`config.mk`:
```
export PLATFORM = sky130hd
export DESIGN_NAME = dns_query_name_matcher
export DESIGN_NICKNAME = d
export VERILOG_FILES = /design/src/design/dqnm_pkg.sv /design/src/design/dqnm_ram.sv /design/src/design/dqnm_regs.sv /design/src/design/dns_query_name_matcher.sv
export SDC_FILE = /design/constraint.sdc
export NUM_CORES = 1
export LEC_CHECK = 0
export ABC_CLOCK_PERIOD_IN_PS = 7600
export BUFFER_PORTS_ARGS = -buffer_cell sky130_fd_sc_hd__buf_2
export CORE_ASPECT_RATIO = 2
export CORE_MARGIN = 5
export CORE_UTILIZATION = 67
export CTS_CLUSTER_DIAMETER = 60
export CTS_CLUSTER_SIZE = 8
export DETAILED_ROUTE_END_ITERATION = 8
export HOLD_SLACK_MARGIN = 0.06
export PLACE_DENSITY = 0.81
export SETUP_SLACK_MARGIN = 0.2
export SYNTH_ARGS = -nofsm -noshare
export SYNTH_HDL_FRONTEND = slang
export SYNTH_SLANG_ARGS = --single-unit
```
`constraint.sdc`:
```
create_clock -name clk_i -period 7.6 [get_ports clk_i]
set_clock_uncertainty 0.15 [all_clocks]
set_input_delay 1.14 -clock clk_i [delete_from_list [all_inputs] [get_ports clk_i]]
set_output_delay 1.14 -clock clk_i [all_outputs]
set_load 0.01 [all_outputs]
```
`src/design/dqnm_pkg.sv`:
```
// ----------------------------------------------------------------------------
// dqnm_pkg
// Shared types and constants for the DNS query name matcher.
// ----------------------------------------------------------------------------
package dqnm_pkg;

  localparam int PATTERN_DEPTH = 128;
  localparam int PATTERN_AW    = $clog2(PATTERN_DEPTH);

  localparam int          HDR_BYTES       = 12;
  localparam logic [15:0] QUESTION_COUNT  = 16'h0001;
  localparam logic [15:0] FLAGS_RESET     = 16'h0100;
  localparam logic [15:0] QTYPE_RESET     = 16'h0001;
  localparam logic [15:0] COUNT_MAX       = 16'hFFFF;

  localparam int CFG_AW = 4;

  typedef enum logic [1:0] {
    REG_PATTERN_LENGTH = 2'd0,
    REG_EXPECTED_FLAGS = 2'd1,
    REG_WANTED_QTYPE   = 2'd2
  } reg_idx_e;

  typedef enum logic [2:0] {
    VERDICT_MATCH        = 3'd0,
    VERDICT_SHORT_HEADER = 3'd1,
    VERDICT_HEADER_BAD   = 3'd2,
    VERDICT_NAME_BAD     = 3'd3,
    VERDICT_TYPE_BAD     = 3'd4
  } verdict_e;

  typedef struct packed {
    logic [6:0]  pattern_length;
    logic [15:0] expected_flags;
    logic [15:0] wanted_qtype;
  } cfg_t;

endpackage

```
`src/design/dqnm_ram.sv`:
```
// ----------------------------------------------------------------------------
// dqnm_ram
// Generic single-write, single-read RAM with registered read data.
// ----------------------------------------------------------------------------
module dqnm_ram #(
  parameter int WIDTH = 8,
  parameter int DEPTH = 128
) (
  input  logic                     clk_i,
  input  logic                     we_i,
  input  logic [$clog2(DEPTH)-1:0] waddr_i,
  input  logic [WIDTH-1:0]         wdata_i,
  input  logic                     re_i,
  input  logic [$clog2(DEPTH)-1:0] raddr_i,
  output logic [WIDTH-1:0]         rdata_o
);

  logic [WIDTH-1:0] mem_q [DEPTH];
  logic [WIDTH-1:0] rdata_q;

  always_ff @(posedge clk_i) begin
    if (we_i) begin
      mem_q[waddr_i] <= wdata_i;
    end
    if (re_i) begin
      rdata_q <= mem_q[raddr_i];
    end
  end

  assign rdata_o = rdata_q;

endmodule

```
`src/design/dqnm_regs.sv`:
```
// ----------------------------------------------------------------------------
// dqnm_regs
// APB configuration registers: pattern length, expected flags, wanted qtype.
// ----------------------------------------------------------------------------
module dqnm_regs
  import dqnm_pkg::*;
(
  input  logic              clk_i,
  input  logic              rst_ni,
  input  logic              psel,
  input  logic              penable,
  input  logic              pwrite,
  input  logic [CFG_AW-1:0] paddr,
  input  logic [31:0]       pwdata,
  output logic [31:0]       prdata,
  output logic              pready,
  output cfg_t              cfg_o
);

  cfg_t     cfg_q;
  logic     wr_en;
  reg_idx_e idx;

  assign pready = 1'b1;
  assign wr_en  = psel & penable & pwrite;
  assign idx    = reg_idx_e'(paddr[3:2]);

  always_ff @(posedge clk_i or negedge rst_ni) begin
    if (!rst_ni) begin
      cfg_q.pattern_length <= '0;
      cfg_q.expected_flags <= FLAGS_RESET;
      cfg_q.wanted_qtype   <= QTYPE_RESET;
    end else if (wr_en) begin
      unique case (idx)
        REG_PATTERN_LENGTH: cfg_q.pattern_length <= pwdata[6:0];
        REG_EXPECTED_FLAGS: cfg_q.expected_flags <= pwdata[15:0];
        REG_WANTED_QTYPE:   cfg_q.wanted_qtype   <= pwdata[15:0];
        default: ;
      endcase
    end
  end

  always_comb begin
    unique case (idx)
      REG_PATTERN_LENGTH: prdata = {25'd0, cfg_q.pattern_length};
      REG_EXPECTED_FLAGS: prdata = {16'd0, cfg_q.expected_flags};
      REG_WANTED_QTYPE:   prdata = {16'd0, cfg_q.wanted_qtype};
      default:            prdata = '0;
    endcase
  end

  assign cfg_o = cfg_q;

endmodule

```
`src/design/dns_query_name_matcher.sv`:
```
// ----------------------------------------------------------------------------
// dns_query_name_matcher
// Checks a DNS query payload, one byte per request, against a stored name.
// ----------------------------------------------------------------------------
// Takes one request per cycle while not stalled. A request with func 0 writes
// one byte of the encoded name pattern. A request with func 1 delivers one
// payload byte. The payload byte marked last gives one result (match flag and
// verdict). That result passes from the compare stage into the output
// register, where it is held until out_ready_i takes it. The pattern
// memory is read once per payload byte at acceptance. Its registered data
// meets the byte in the compare stage. The result sits in an output register,
// so input flow continues while a result waits. The input stalls only while
// a final byte in the compare stage faces an earlier result that has not
// been taken yet. A pattern write may be followed at once by a payload byte
// that reads it.
module dns_query_name_matcher
  import dqnm_pkg::*;
(
  input  logic              clk_i,
  input  logic              rst_ni,
  input  logic              psel,
  input  logic              penable,
  input  logic              pwrite,
  input  logic [CFG_AW-1:0] paddr,
  input  logic [31:0]       pwdata,
  output logic [31:0]       prdata,
  output logic              pready,
  input  logic              in_valid_i,
  output logic              in_ready_o,
  input  logic              func_i,
  input  logic [6:0]        pattern_index_i,
  input  logic [7:0]        data_byte_i,
  input  logic              last_byte_i,
  output logic              out_valid_o,
  input  logic              out_ready_i,
  output logic              is_match_o,
  output logic [2:0]        verdict_o
);

  cfg_t cfg;

  dqnm_regs u_regs (
    .clk_i   (clk_i),
    .rst_ni  (rst_ni),
    .psel    (psel),
    .penable (penable),
    .pwrite  (pwrite),
    .paddr   (paddr),
    .pwdata  (pwdata),
    .prdata  (prdata),
    .pready  (pready),
    .cfg_o   (cfg)
  );

  // Intake: byte position and pattern read address
  logic                  in_acc;
  logic                  pay_acc;
  logic [15:0]           pos_q;
  logic [15:0]           pos_d;
  logic [15:0]           name_off;
  logic                  name_off_ok;
  logic                  wr_ok;
  logic [7:0]            pat_rdata;

  assign in_acc      = in_valid_i & in_ready_o;
  assign pay_acc     = in_acc & func_i;
  assign name_off    = pos_q - 16'(HDR_BYTES);
  assign name_off_ok = 32'(name_off) < PATTERN_DEPTH;
  assign wr_ok       = 32'(pattern_index_i) < PATTERN_DEPTH;

  always_comb begin
    pos_d = pos_q;
    if (pay_acc) begin
      if (last_byte_i) begin
        pos_d = '0;
      end else if (pos_q != COUNT_MAX) begin
        pos_d = pos_q + 16'd1;
      end
    end
  end

  always_ff @(posedge clk_i or negedge rst_ni) begin
    if (!rst_ni) begin
      pos_q <= '0;
    end else begin
      pos_q <= pos_d;
    end
  end

  dqnm_ram #(
    .WIDTH (8),
    .DEPTH (PATTERN_DEPTH)
  ) u_pattern_ram (
    .clk_i   (clk_i),
    .we_i    (in_acc & ~func_i & wr_ok),
    .waddr_i (PATTERN_AW'(pattern_index_i)),
    .wdata_i (data_byte_i),
    .re_i    (pay_acc),
    .raddr_i (name_off[PATTERN_AW-1:0]),
    .rdata_o (pat_rdata)
  );

  // Compare stage
  logic        s1_valid_q;
  logic        s1_last_q;
  logic [15:0] s1_pos_q;
  logic [7:0]  s1_byte_q;
  logic        s1_off_ok_q;
  logic        s1_adv;
  logic        s1_result;
  logic        out_valid_q;
  logic        out_match_q;
  verdict_e    out_verdict_q;

  logic        header_good_q;
  logic        name_good_q;
  logic [7:0]  type_high_q;
  logic [15:0] type_seen_q;
  logic        header_good_d;
  logic        name_good_d;
  logic [7:0]  type_high_d;
  logic [15:0] type_seen_d;

  logic [15:0] name_end;
  logic [15:0] len;
  logic [7:0]  hdr_expect;
  verdict_e    verdict;

  assign s1_result  = s1_valid_q & s1_last_q;
  assign s1_adv     = s1_valid_q & (~s1_last_q | ~out_valid_q | out_ready_i);
  assign in_ready_o = ~s1_valid_q | s1_adv;

  always_ff @(posedge clk_i or negedge rst_ni) begin
    if (!rst_ni) begin
      s1_valid_q <= 1'b0;
    end else if (in_ready_o) begin
      s1_valid_q <= pay_acc;
    end
  end

  always_ff @(posedge clk_i) begin
    if (pay_acc) begin
      s1_last_q   <= last_byte_i;
      s1_pos_q    <= pos_q;
      s1_byte_q   <= data_byte_i;
      s1_off_ok_q <= name_off_ok;
    end
  end

  assign name_end = 16'(HDR_BYTES) + 16'(cfg.pattern_length);
  assign len      = (s1_pos_q == COUNT_MAX) ? COUNT_MAX : s1_pos_q + 16'd1;

  always_comb begin
    case (s1_pos_q)
      16'd2:   hdr_expect = cfg.expected_flags[15:8];
      16'd3:   hdr_expect = cfg.expected_flags[7:0];
      16'd4:   hdr_expect = QUESTION_COUNT[15:8];
      16'd5:   hdr_expect = QUESTION_COUNT[7:0];
      default: hdr_expect = 8'd0;
    endcase
  end

  always_comb begin
    header_good_d = header_good_q;
    name_good_d   = name_good_q;
    type_high_d   = type_high_q;
    type_seen_d   = type_seen_q;
    if (s1_pos_q >= 16'd2 && s1_pos_q < 16'(HDR_BYTES)) begin
      if (s1_byte_q != hdr_expect) begin
        header_good_d = 1'b0;
      end
    end else if (s1_pos_q >= 16'(HDR_BYTES) && s1_pos_q < name_end) begin
      if (!s1_off_ok_q || pat_rdata != s1_byte_q) begin
        name_good_d = 1'b0;
      end
    end else if (s1_pos_q == name_end + 16'd1) begin
      type_high_d = s1_byte_q;
    end else if (s1_pos_q == name_end + 16'd2) begin
      type_seen_d = {type_high_q, s1_byte_q};
    end
  end

  always_comb begin
    if (len <= 16'(HDR_BYTES)) begin
      verdict = VERDICT_SHORT_HEADER;
    end else if (!header_good_d) begin
      verdict = VERDICT_HEADER_BAD;
    end else if (len < name_end + 16'd4) begin
      verdict = VERDICT_NAME_BAD;
    end else if (!name_good_d) begin
      verdict = VERDICT_NAME_BAD;
    end else if (type_seen_d != cfg.wanted_qtype) begin
      verdict = VERDICT_TYPE_BAD;
    end else begin
      verdict = VERDICT_MATCH;
    end
  end

  // Packet state: clear after the last byte
  always_ff @(posedge clk_i or negedge rst_ni) begin
    if (!rst_ni) begin
      header_good_q <= 1'b1;
      name_good_q   <= 1'b1;
      type_high_q   <= '0;
      type_seen_q   <= '0;
    end else if (s1_adv) begin
      if (s1_last_q) begin
        header_good_q <= 1'b1;
        name_good_q   <= 1'b1;
        type_high_q   <= '0;
        type_seen_q   <= '0;
      end else begin
        header_good_q <= header_good_d;
        name_good_q   <= name_good_d;
        type_high_q   <= type_high_d;
        type_seen_q   <= type_seen_d;
      end
    end
  end

  // Result register
  always_ff @(posedge clk_i or negedge rst_ni) begin
    if (!rst_ni) begin
      out_valid_q <= 1'b0;
    end else if (s1_adv && s1_result) begin
      out_valid_q <= 1'b1;
    end else if (out_ready_i) begin
      out_valid_q <= 1'b0;
    end
  end

  always_ff @(posedge clk_i) begin
    if (s1_adv && s1_result) begin
      out_match_q   <= (verdict == VERDICT_MATCH);
      out_verdict_q <= verdict;
    end
  end

  assign out_valid_o = out_valid_q;
  assign is_match_o  = out_match_q;
  assign verdict_o   = out_verdict_q;

endmodule
```
==> results.sh, run 1 <==
export IMPL_final_common_cell="edfxtp_1"
export IMPL_finalCritPeriodShare_pct=60.9
export IMPL_areaGrowthSynthToFinish_pct=11.8
export IMPL_pwr_share_comb_pct=17.0
export IMPL_yosys_warnings=0
export IMPL_grt_max_degree=96
export IMPL_p_sw_share_pct=27.3
export IMPL_preCtsSetupSlack_ns=3.11
export IMPL_first_pass_iters=6
export IMPL_ctsLongestPathBuffers=3
export IMPL_hold_buffers=0
export IMPL_hpwl_um=69700
export IMPL_min_path_cells=2
export IMPL_grt_pass1_vias=28600
export IMPL_dr_wl_met2_um=61200
export IMPL_track_usage_pct=31.8
export IMPL_cp_max_fo=15
export IMPL_place_congestion=0.919
export IMPL_vias_per_cell=7.13
export IMPL_p_int_mw=12.0
export IMPL_drive_gt1_share_pct=17.8
export IMPL_utilization_pct=75.2
export IMPL_syn_inst=2877
export IMPL_cts_resized=0
export IMPL_antenna_found_initial=4
export IMPL_hold_class="reg2reg"
export IMPL_setup_worst_path_start_class="register"
export IMPL_drc=0
export IMPL_finalWorstSetupSlack_ns=2.97
export IMPL_htree_num_levels=4
export IMPL_ios=99
export IMPL_ant_nets=0
export IMPL_max_cap_violations=0
export IMPL_p_leak_nw=17.4
export IMPL_period_needed_ns=4.63
export IMPL_finalSetupTns_ns=0
export IMPL_die_w_um=198
export IMPL_required_ns=7.92
export IMPL_highest_layer="met4"
export IMPL_arrival_ns=4.94
export IMPL_clk_transition_reported_paths_ns=0.06
export IMPL_status="complete, no violations"
export IMPL_totalWireLength_um=121000
export IMPL_cp_end_kind="register"
export IMPL_met3WireLength_um=11400
export IMPL_crit_type="reg2reg"
export IMPL_vias=28100
export IMPL_hold_viol_final=0
export IMPL_cts_tree="built"
export IMPL_r2r_cells=14
export IMPL_ir_drop_uv=268
export IMPL_fp_coreArea_sq_um=70400
export IMPL_m1WireLength_um=41500
export IMPL_async_flop_share_pct=7.25
export IMPL_rows=138
export IMPL_drt_iter0_markers=3985
export IMPL_fin_nets=3070
export IMPL_worst_pin_slew_ns=1.18
export IMPL_power_frac_clock_pct=39.3
export IMPL_setup_viol_count_final=0
export IMPL_cts_root_buf="clkbuf_16"
export IMPL_grt_pass1_wl_um=179000
export IMPL_synth_edf_count=1062
export IMPL_dieArea_sq_um=76400
export IMPL_seq_area_frac_synth_pct=71.7
export IMPL_timing_max_transition_violations_final=0
export IMPL_insertion_delay_ns=0.73
export IMPL_maxSlewHeadroom_pct=21.1
export IMPL_fmax_mhz=216
export IMPL_p_per_area_nw_per_um2=311
export IMPL_start_util_pct=67.2
export IMPL_synthTopCellsByArea="edfxtp_1, mux4_2, mux2i_1, dfrtp_1, mux2_2"
export IMPL_overflow=0
export IMPL_syn_avg_cell_area_sq_um=16.5
export IMPL_yosys_area_top_type="edfxtp_1"
export IMPL_clock_sinks=1145
export IMPL_io_buffers=63
export IMPL_ys_ff_latch=1145
export IMPL_power_share_sequential_pct=43.7
export IMPL_ys_types=71
export IMPL_fp_dieH_um=386
export IMPL_rsz0062_at_grt="false"
export IMPL_final_cell_mix="edfxtp_1, mux2i_1, nor2_1"
export IMPL_yosys_area_top_type_share_pct=67.3
export IMPL_nFillCells=3701
export IMPL_avgRoutedWirePerCell_um=30.7
export IMPL_synth_ff_type="edfxtp_1"
export IMPL_p_sw_mw=4.48
export IMPL_syn_area_sq_um=47400
export IMPL_cts_setup_buffers=0
export IMPL_numCtsBuffers=161
==> per-layer routing <==
metal  GRT usage (%)  up-vias
li1                -    11500
met1            40.8    14000
met2            52.8     2115
met3            5.65      423
met4            15.8        0
met5               0        -
==> cells in the mapped netlist, types with 3 or more instances <==
master	number
o211ai_1	5
or4_1	3
a31o_2	8
a31oi_1	5
a211oi_1	51
nor3_1	21
dfrtp_1	79
o221ai_1	64
o22ai_1	72
mux2i_1	206
nand2_1	162
o31a_1	3
nor2b_1	23
xnor2_1	31
mux2_2	97
nor4_1	10
and3_1	7
nor2_1	169
a22o_1	21
and2_1	5
a21oi_1	140
a22oi_1	5
and4_1	5
o21ai_1	3
buf_1	20
buf_2	33
edfxtp_1	1062
ha_1	26
dfstp_2	4
nand3b_1	4
nor4b_1	3
nand4_1	9
or3_1	6
xor2_1	39
clkbuf_1	106
inv_1	32
o21ai_0	111
mux4_2	128
buf_4	17
nor3b_1	5
nand3_1	34
==> final cells by class <==
class / count / area (sq um) / area share [%]
Sequential cell: 1145 / 34000 / 64.2
Multi-Input combinational cell: 1539 / 12600 / 23.8
Clock buffer: 195 / 4260 / 8.05
Tap cell: 910 / 1140 / 2.15
Timing Repair Buffer: 105 / 703 / 1.33
Clock inverter: 11 / 138 / 0.260
Inverter: 32 / 120 / 0.227
Antenna cell: 5 / 12.5 / 0.0236
==> metrics by stage <==
stage	cells	total power, mW	cell area, sq um	hold slack, ns
after floorplan	2893	9.08	47400	0.273
after global placement	3731	9.90	48500	0.326
after detailed placement	3731	9.98	48500	0.338
after CTS	3937	16.4	52900	0.346
after global routing	3939	16.9	52900	0.354
final	3942	16.5	53000	0.354
==> logic make-up (layout without fill, tap and decap cells) <==
kind of cell | count (synthesis) | after routing | share of synthesized area (%)
AOI/OAI and AO/OA | 512 | 512 | 6.89
and+or+nand+nor | 479 | 479 | 4.60
other | 2 | 23 | 0.0159
DFF | 1145 | 1145 | 71.7
buffers and inverters | 209 | 343 | 1.89
xor gates and xnor gates | 73 | 73 | 1.43
adders and majority gates | 26 | 26 | 0.687
muxes | 431 | 431 | 12.7
==> power groups by stage <==
stage               logic (mW)  registers [mW]  clock network, mW
CTS                       2.74            7.19               6.48
global placement          2.60            7.30                  0
floorplan                 1.89            7.19                  0
global route              2.95            7.20               6.75
detailed placement        2.68            7.30                  0
finish                    2.79            7.20               6.46
==> flip-flops by register name (all words and copies together) (netlist names) <==
name,cells
u_pattern_ram.rdata_o,8
name_good_q,1
out_valid_o,1
verdict_o,3
s1_valid_q,1
type_seen_q,16
is_match_o,1
s1_last_q,1
s1_pos_q,16
header_good_q,1
u_regs.cfg_o,39
type_high_q,8
s1_byte_q,8
s1_off_ok_q,1
u_pattern_ram.mem_q,1024
pos_q,16
==> worst paths after layout <==
check                              end        start  slack, ns
hold / removal             name_good_q  name_good_q       0.35
setup reg to reg            is_match_o  s1_pos_q[1]       2.97
hold reg to reg            name_good_q  name_good_q       0.35
min in group asynchronous    pos_q[14]       rst_ni       0.46
max in group asynchronous     pos_q[0]       rst_ni       6.04
setup / recovery            is_match_o  s1_pos_q[1]       2.97
==> worst max-delay path: stages, from the launching register on <==
cell and delay, ns:
edfxtp_1 0.51, ha_1 0.60, nand3_1 0.31, nor4_1 0.67
nand2_1 0.35, o21ai_0 0.27, ha_1 0.32, a21oi_1 0.14
nor2b_1 0.06, o21ai_0 0.15, nand2_1 0.07, a21oi_1 0.14
o311a_1 0.31, nor4b_1 0.12, nor4b_2 0.18
Power figures use the tool's default switching activity.
==> inputs of run 2 (changes only) <==
- ABC_CLOCK_PERIOD_IN_PS: 7600 -> 4500
- CORE_UTILIZATION: 67 -> 62
- PLACE_DENSITY: 0.81 -> 0.76
- clock period: 7.6 -> 4.5 ns (I/O delays scaled with it)
==> run 2 against run 1 <==
First-iteration DRC count down 28%. Sequential share of layout area down 0.94 points. Worst setup slack worse by 2.5 ns. Worst hold slack worse by 0.24 ns. Die area up 7.7%. Final cell count up 4.4%. Sequential power up 68%. Register-to-register slack worse by 2.5 ns. Routed wire length up 1.5%. Critical path depth down 4. Clock-buffer cell count down 5.
==> results.sh, run 2 (synthesized netlist as in run 1, its figures left out) <==
export IMPL_status="complete, no violations"
export IMPL_drt_iter0_markers=2871
export IMPL_timing_max_transition_violations_final=0
export IMPL_hold_class="in2reg"
export IMPL_rows=143
export IMPL_clk_transition_reported_paths_ns=0.05
export IMPL_fp_dieH_um=401
export IMPL_hold_viol_final=0
export IMPL_avgRoutedWirePerCell_um=29.8
export IMPL_ctsLongestPathBuffers=3
export IMPL_maxSlewHeadroom_pct=22.5
export IMPL_hpwl_um=79300
export IMPL_r2r_setup_slack_ns=0.49
export IMPL_finalWorstSetupSlack_ns=0.494
export IMPL_dpl_instance_area_sq_um=49200
export IMPL_setup_viol_count_final=0
export IMPL_m1WireLength_um=38200
export IMPL_whs_ns=0.116
export IMPL_largest_register="u_pattern_ram.mem_q"
export IMPL_finalInstanceArea_sq_um=53700
export IMPL_place_congestion=0.963
export IMPL_grt_max_degree=86
export IMPL_ir_drop_uv=339
export IMPL_arrival_ns=4.40
export IMPL_multi_input_area_sq_um=12600
export IMPL_ios=99
export IMPL_htree_num_levels=4
export IMPL_placedCellCount=3898
export IMPL_regArea_sq_um=34000
export IMPL_rsz0062_at_grt="false"
export IMPL_final_cell_mix="edfxtp_1, mux2i_1, nor2_1"
export IMPL_cts_setup_buffers=0
export IMPL_cp_max_fo=14
export IMPL_fin_nets=3145
export IMPL_grt_pass1_vias=28800
export IMPL_cts_tree="built"
export IMPL_worstSetupStartpoint="s1_pos_q[1]"
export IMPL_vias_per_cell=6.67
export IMPL_drc=0
export IMPL_met3WireLength_um=7910
export IMPL_clock_sinks=1145
export IMPL_insertion_delay_ns=0.73
export IMPL_power_total_mw=27.8
export IMPL_cp_end_kind="register"
export IMPL_fmax_mhz=250
export IMPL_utilization_pct=70.8
export IMPL_preCtsSetupSlack_ns=0.210
export IMPL_overflow=0
export IMPL_vias=27400
export IMPL_crit_type="reg2reg"
export IMPL_dr_wl_met2_um=65600
export IMPL_r2r_cells=10
export IMPL_nFillCells=4632
export IMPL_final_common_cell="edfxtp_1"
export IMPL_fp_coreArea_sq_um=75900
export IMPL_cts_root_buf="clkbuf_16"
export IMPL_grt_pass1_wl_um=181000
export IMPL_fin_cells=4115
export IMPL_drive_gt1_share_pct=19.5
export IMPL_dieArea_sq_um=82300
export IMPL_antenna_found_initial=3
export IMPL_finalSetupTns_ns=0
export IMPL_track_usage_pct=30.0
export IMPL_reg2reg_from="s1_pos_q[1]"
export IMPL_first_pass_iters=6
export IMPL_io_buffers=63
export IMPL_die_w_um=205
export IMPL_start_util_pct=62.4
export IMPL_areaGrowthSynthToFinish_pct=13.5
export IMPL_crit_end="is_match_o"
export IMPL_period_needed_ns=4.01
export IMPL_required_ns=4.90
export IMPL_highest_layer="met4"
export IMPL_setup_worst_path_start_class="register"
export IMPL_max_cap_violations=0
export IMPL_ant_nets=0
export IMPL_p_per_area_nw_per_um2=518
export IMPL_numCtsBuffers=161
export IMPL_totalWireLength_um=123000
export IMPL_largest_register_ffs=1024
export IMPL_worst_pin_slew_ns=1.16
export IMPL_p_leak_nw=17.7
export IMPL_finalCritPeriodShare_pct=89.0
export IMPL_r2r_end="is_match_o"
run 2: cell types whose count changed in the layout (fill, tap and decap cells not counted), sizes merged:
cell | previous run | this run
diode | 5 | 3
clkinv | 2 | 4
inv | 41 | 39
buf | 105 | 167
dlygate4sd3 | 0 | 13
clkbuf | 195 | 190
run 2: area by class of cell:
| type | count | area share [%] |
|---|---|---|
| Antenna cell | 3 | 0.0140 |
| Clock buffer | 190 | 7.90 |
| Clock inverter | 11 | 0.263 |
| Inverter | 32 | 0.224 |
| Multi-Input combinational cell | 1539 | 23.5 |
| Sequential cell | 1145 | 63.2 |
| Tap cell | 1015 | 2.36 |
| Timing Repair Buffer | 180 | 2.52 |
run 2: layer usage:
metal	vias to the layer above	track usage [%]
met5	-	0
met4	0	21.8
met3	498	5.77
met2	1474	53.4
met1	13800	30.9
li1	11700	-
run 2: repair_timing:
action                                  CTS  global route
gates resized for setup                   1             6
endpoints found under the setup margin    8            12
hold buffers                             13             0
endpoints found under the hold margin    70             0
pin swaps                                 0             0
run 2: how the worst min path moves through the flow:
stage / slack (ns) / from / to / cells past startpoint
3_3_place_gp: 0.33 / header_good_q / header_good_q / 2
5_1_grt: 0.09 / pwdata[4] / u_regs.cfg_o[36] / 2
4_1_cts: 0.08 / pwdata[0] / u_regs.cfg_o[0] / 3
6_report: 0.12 / pwdata[4] / u_regs.cfg_o[36] / 2
3_5_place_dp: 0.33 / header_good_q / header_good_q / 2
2_1_floorplan: 0.23 / rst_ni / out_valid_o / 0
run 2: critical path, stage by stage (launching register included):
cell       delay (ns)
edfxtp_1         0.55
ha_1             0.27
buf_4            0.20
a22oi_1          0.40
xnor2_1          0.18
a311oi_1         0.11
or4_1            0.52
a2111oi_0        0.46
o21ai_0          0.28
nor4b_2          0.45
nor4b_2          0.26
run 2: where the power goes:
| part | switching (mW) | internal, mW |
|---|---|---|
| sequential | 0.296 | 11.8 |
| combinational | 3.04 | 1.97 |
| clock | 4.16 | 6.53 |
